<file path="config.mk">
export PLATFORM = sky130hd
export DESIGN_NAME = rspe_isqrt
export DESIGN_NICKNAME = d
export VERILOG_FILES = /design/src/hw/rtl/rspe_pkg.sv /design/src/hw/rtl/rspe_isqrt.sv
export SDC_FILE = /design/constraint.sdc
export NUM_CORES = 2
export LEC_CHECK = 0
export ABC_CLOCK_PERIOD_IN_PS = 3700
export BUFFER_PORTS_ARGS = -buffer_cell sky130_fd_sc_hd__buf_2
export CAP_MARGIN = 20
export CORE_UTILIZATION = 58
export CTS_CLUSTER_SIZE = 20
export DETAILED_ROUTE_END_ITERATION = 6
export HOLD_SLACK_MARGIN = 0.15
export PLACE_DENSITY = 0.87
export SYNTH_ARGS = -nofsm -noshare
export SYNTH_HDL_FRONTEND = slang
export SYNTH_SLANG_ARGS = --single-unit
</file>
<file path="constraint.sdc">
create_clock -name clk -period 3.7 [get_ports clk]
set_input_delay 0.37 -clock clk [delete_from_list [all_inputs] [get_ports clk]]
set_output_delay 0.37 -clock clk [all_outputs]
set_load 0.01 [all_outputs]
</file>
<file path="src/hw/rtl/rspe_pkg.sv">
// Shared constants, types and the arctangent table of the shell profile evaluator.
package rspe_pkg;

	localparam int TH_W   = 31;
	localparam int X_W    = 32;
	localparam int OUT_W  = 48;
	localparam int CW     = 34;
	localparam int ROOT_W = 30;
	localparam int RAD_W  = 2 * ROOT_W;
	localparam int REM_W  = ROOT_W + 4;

	localparam logic [TH_W-1:0] PI_Q29      = 31'd1686629713;
	localparam logic [TH_W-1:0] HALF_PI_Q29 = 31'd843314856;
	localparam logic signed [CW-1:0] GAIN_Q30 = 34'sd652032874;
	localparam logic [OUT_W-1:0] OUT_MAX = '1;

	typedef enum logic [1:0] {
		REG_INNER   = 2'd0,
		REG_SHELL   = 2'd1,
		REG_OUTSIDE = 2'd2
	} region_t;

	typedef enum logic [1:0] {
		CFG_MODE  = 2'd0,
		CFG_INNER = 2'd1,
		CFG_OUTER = 2'd2,
		CFG_NORM  = 2'd3
	} cfg_idx_t;

	// atan(2^-i) in Q30, truncated
	function automatic logic signed [CW-1:0] atan_entry(input int i);
		logic signed [CW-1:0] r;
		r = '0;
		if (i <= 10) begin
			unique case (i)
				0: r = 34'sd843314856;
				1: r = 34'sd497837829;
				2: r = 34'sd263043836;
				3: r = 34'sd133525158;
				4: r = 34'sd67021686;
				5: r = 34'sd33543515;
				6: r = 34'sd16775850;
				7: r = 34'sd8388437;
				8: r = 34'sd4194282;
				9: r = 34'sd2097149;
				default: r = 34'sd1048575;
			endcase
		end else if (i <= 30) begin
			r = CW'((64'd1 << (30 - i)) - 64'd1);
		end
		return r;
	endfunction

endpackage

</file>
<file path="src/hw/rtl/rspe_isqrt.sv">
// Pipelined floor square root of a Q4.28 difference, one root bit per stage.
module rspe_isqrt (
	input  logic                       clk,
	input  logic                       en,
	input  logic [rspe_pkg::X_W-1:0]   d,
	output logic [rspe_pkg::ROOT_W-1:0] root
);
	import rspe_pkg::*;

	logic [RAD_W-1:0]  rad_s  [1:ROOT_W];
	logic [REM_W-1:0]  rem_s  [1:ROOT_W];
	logic [ROOT_W-1:0] root_s [1:ROOT_W];

	for (genvar k = 0; k < ROOT_W; k++) begin : g_step
		logic [RAD_W-1:0]  rad_in;
		logic [REM_W-1:0]  rem_in;
		logic [ROOT_W-1:0] root_in;
		logic [REM_W-1:0]  remx;
		logic [REM_W-1:0]  trial;
		logic              ge;

		if (k == 0) begin : g_first
			assign rad_in  = {d, {(RAD_W - X_W){1'b0}}};
			assign rem_in  = '0;
			assign root_in = '0;
		end else begin : g_next
			assign rad_in  = rad_s[k];
			assign rem_in  = rem_s[k];
			assign root_in = root_s[k];
		end

		assign remx  = {rem_in[REM_W-3:0], rad_in[RAD_W-1 -: 2]};
		assign trial = {2'b00, root_in, 2'b01};
		assign ge    = remx >= trial;

		always_ff @(posedge clk) begin
			if (en) begin
				rad_s[k+1]  <= rad_in << 2;
				rem_s[k+1]  <= ge ? remx - trial : remx;
				root_s[k+1] <= {root_in[ROOT_W-2:0], ge};
			end
		end
	end

	assign root = root_s[ROOT_W];
endmodule
</file>
==> implementation parameters <==
Parameter                              Value

Timing
  Final worst slack ... 0.0837 ns
  Worst slew margin relative to its limit ... 40.6%
  Number of failing hold endpoints at the final stage ... 0
  Final critical-path required period ... 3.62 ns
  Slew Viols, Final ... 0
  Final worst-path cycle share ... 97.7%
  Final-report setup violation count ... 0
  Clock skew ... 0.0589 ns
  Slew at the pin with the worst max-slew slack ... 0.883 ns
  Max Freq ... 277 MHz

Yosys
  Seq cells post-synth ... 1573
  Average cell area after synthesis ... 11.7 um2
  Count of cell types in the netlist ... 94
  Primary flip-flop cell chosen by synthesis mapping ... sky130_fd_sc_hd__edfxtp_1
  Total nets after synthesis ... 7471
  Async S/R FF share, synth ... 0%
  Post-Synthesis Cell Area ... 81500 um2
  Warnings, synthesis ... 0
  EDFF count, synth ... 1573
  Sequential cell area fraction in the yosys report ... 58.0%
  Post-synthesis instance total ... 6955

Drt
  Number of DRC markers after the initial detailed-route iteration ... 5026
  Top layer reached by signal wires ... met5
  DRT antenna net count ... 0
  Total number of vias ... 55200
  Routed length on met2 ... 87.9 mm
  Router iterations before antenna repair ... 7
  Final routed wirelength across all metal layers ... 173 mm
  Wire per inst ... 18.7 um
  Detailed-route vias per instance ... 5.98
  DRC violations left ... 1
  Met1 routed wirelength after detailed routing ... 69.5 mm
  Total length of routed met3 wires ... 9.75 mm

Worst setup path
  Family of cells with the greatest summed delay on the critical path ... simple AND/OR/NAND/NOR gates
  Element type at the critical path end ... register
  Launching element type of the critical path ... register
  Crit path max-delay cell type ... sky130_fd_sc_hd__or4_4
  CP Class ... register to register
  Worst Path Arrival ... 4.16 ns
  Buf+Inv Stages, Crit Path ... 2
  Critical Path, Cell by Cell ... ha_4 > or4_4 > or3_4 > or4_4 > nor4_2 > o21ai_1 > a21oi_2 > a21boi_4 > buf_12 > clkbuf_16 > o21ai_0
  Longest individual stage delay on the worst path ... 0.54 ns
  Data required time at the worst endpoint ... 4.24 ns
  Most used cell along the critical path ... sky130_fd_sc_hd__or4_4
  Maximum fanout count along the critical path ... 14

Floorplanning
  Io pins ... 64
  Height of the die ... 377 um
  Die Footprint ... 142000 um2
  Placeable Area ... 140000 um2
  Horiz. Die Dim ... 377 um
  Starting density of the core ... 58.4%
  # rows ... 137

Power and ir drop
  Worst vdd rail ir drop ... 0.552 mV
  Post-layout total power ... 0.0533 W
  Relative contribution of the clock network to total power ... 31.5%
  Switching power total ... 0.0156 W
  Power Dens Cells ... 585 nW/um2
  Combinational Power Share ... 22.2%
  Internal power of the cells ... 0.0378 W
  Fraction of power spent switching nets ... 29.2%
  Sequential share of power ... 46.3%
  Leakage dissipation ... 35.5 nW

CTS
  Maximum count of clock buffers along a single path ... 3
  Clock transition time at the flip-flop clock pins of the worst setup and hold paths ... 0.08 ns
  Clock latency reported for the late side of the worst-skew pair ... 0.83 ns
  H-tree depth reported by CTS ... 4
  Count of clock tree sinks ... 1573
  CTS Root Buffer Type ... sky130_fd_sc_hd__clkbuf_16
  Num CTS Buffers ... 162
  CTS tree ... built

Cells and area
  Area growth, synth to finish ... 11.8%
  Top library cells by usage in the layout, fill and taps aside ... 1573 x sky130_fd_sc_hd__edfxtp_1, 615 x sky130_fd_sc_hd__inv_1, 545 x sky130_fd_sc_hd__nand2_1
  Share of final-layout standard cells stronger than drive strength 1 ... 8.12%
  Post-layout instance area ... 91100 um2
  Final core utilization ... 65.3%
  Final antenna diode count ... 0
  Post-layout net count ... 7745
  Commonest non-fill, non-tap cell in the layout ... sky130_fd_sc_hd__edfxtp_1

GRT
  Vias in the first global route ... 54500
  Overall track demand over capacity in global routing ... 24.1%
  Number of antenna violations at the first check in global routing ... 1
  Gr ovfl total ... 0
  Global-route wire length before repair ... 278 mm
  Largest net degree at the start of global routing ... 138

Outcome
  Failing checks ... DRC
  Outcome ... finished, violations left

Placement
  Input/output buffers ... 63
  Worst setup slack before clock tree synthesis ... -0.305 ns
  Final Wtd Congestion ... 0.932
  Placed instance area ... 84900 um2
  HPWL after detailed placement ... 120 mm

Hold path
  Worst min-delay path class ... input pin to register

Job
  Max-cap check violation count ... 0
==> cells in the mapped netlist (all sizes together), types with 9 or more instances <==
cell type	n	area, um2
edfxtp	1573	47200
inv	619	2320
nand2	545	2050
ha	469	5870
nor2	459	1730
o21ai	450	2250
a21oi	410	2060
xor2	379	3320
xnor2	294	2570
nor3	186	947
a21o	162	1220
clkbuf	112	420
nor4	102	659
nand3	100	500
nand2b	90	563
o21a	85	638
nor2b	75	469
or3	70	448
or4	61	469
nand4	59	369
a211oi	55	413
o31ai	54	405
mux2	46	518
o21bai	45	338
and3	39	244
or2	37	231
a31oi	32	200
o211ai	30	225
nand3b	23	173
a2111oi	21	185
a21boi	19	143
and2	17	109
nor4b	15	131
a211o	14	123
o41ai	14	123
fa	13	260
and4	11	96.3
buf	11	56.3
nor3b	11	82.6
a31o	10	87.6
o211a	10	100
o31a	10	87.6
nand4b	9	93.8
o22ai	9	56.3
==> per-layer routing <==
layer,vias to the layer above,track usage (%)
met5,-,0
met3,447,3.29
li1,26100,-
met1,26600,30.1
met2,2059,42.4
met4,2,8.85
==> registers in the layout, summed over array words and instances (netlist names) <==
signal and count:
rad_s 240, rem_s 868, root_s 465
==> worst paths after layout <==
| kind | slack (ns) | cells past startpoint | end | start |
|---|---|---|---|---|
| setup / recovery | 0.08 | 11 | rem_s[1][216]$_DFFE_PP_ | rem_s[1][190]$_DFFE_PP_ |
| hold / removal | 0.27 | 2 | rad_s[0][107]$_DFFE_PP_ | d[21] |
| setup reg to reg | 0.08 | 11 | rem_s[1][216]$_DFFE_PP_ | rem_s[1][190]$_DFFE_PP_ |
| hold reg to reg | 0.41 | 0 | rad_s[0][750]$_DFFE_PP_ | rad_s[0][690]$_DFFE_PP_ |
==> what timing repair did <==
action	CTS	global route
setup endpoints to repair	47	219
resized for setup	10	66
buffers inserted	0	9
hold buffers	34	0
cloned	0	3
pin swaps	1	8
hold endpoints to repair	104	0
==> cell families (layout without fill, tap and decap cells) <==
kind of cell | count (synthesis) | count (layout) | share of synthesized area [%]
compound gates | 1506 | 1506 | 11.5
xor+xnor | 673 | 673 | 7.23
fa+ha+maj | 482 | 482 | 7.52
other cells | 1 | 1 | 0.00460
buf+inv | 747 | 1155 | 3.46
mux | 48 | 48 | 0.660
flops | 1573 | 1573 | 58.0
simple gates | 1925 | 1926 | 11.7
==> cell type report <==
| cell class | instances | area [um2] |
|---|---|---|
| multi-input cells | 4636 | 31800 |
| fillers | 9761 | 48400 |
| well taps | 1876 | 2350 |
| repair buffers | 232 | 1900 |
| flip-flops and latches | 1573 | 47200 |
| inverters | 624 | 2350 |
| clock buffers | 195 | 4220 |
| clock inverters | 104 | 1250 |
==> power by group through the flow <==
stage               registers, W  logic [W]  clock network (W)
floorplan                 0.0242    0.00865                  0
global route              0.0249     0.0131             0.0177
finish                    0.0247     0.0118             0.0168
global placement          0.0249     0.0109                  0
CTS                       0.0247     0.0116             0.0170
detailed placement        0.0250     0.0114                  0
==> per-stage QoR <==
| stage | hold slack (ns) | TNS, ns | instances |
|---|---|---|---|
| 6_report | 0.269 | 0 | 9240 |
| 5_1_grt | 0.241 | -0.137 | 9240 |
| 4_1_cts | 0.210 | 0 | 9228 |
| 3_5_place_dp | 0.405 | -3.85 | 8895 |
| 3_3_place_gp | 0.402 | -1.35 | 8895 |
| 2_1_floorplan | 0.400 | 0 | 6955 |
No activity file was read; power rests on OpenSTA's default activity.
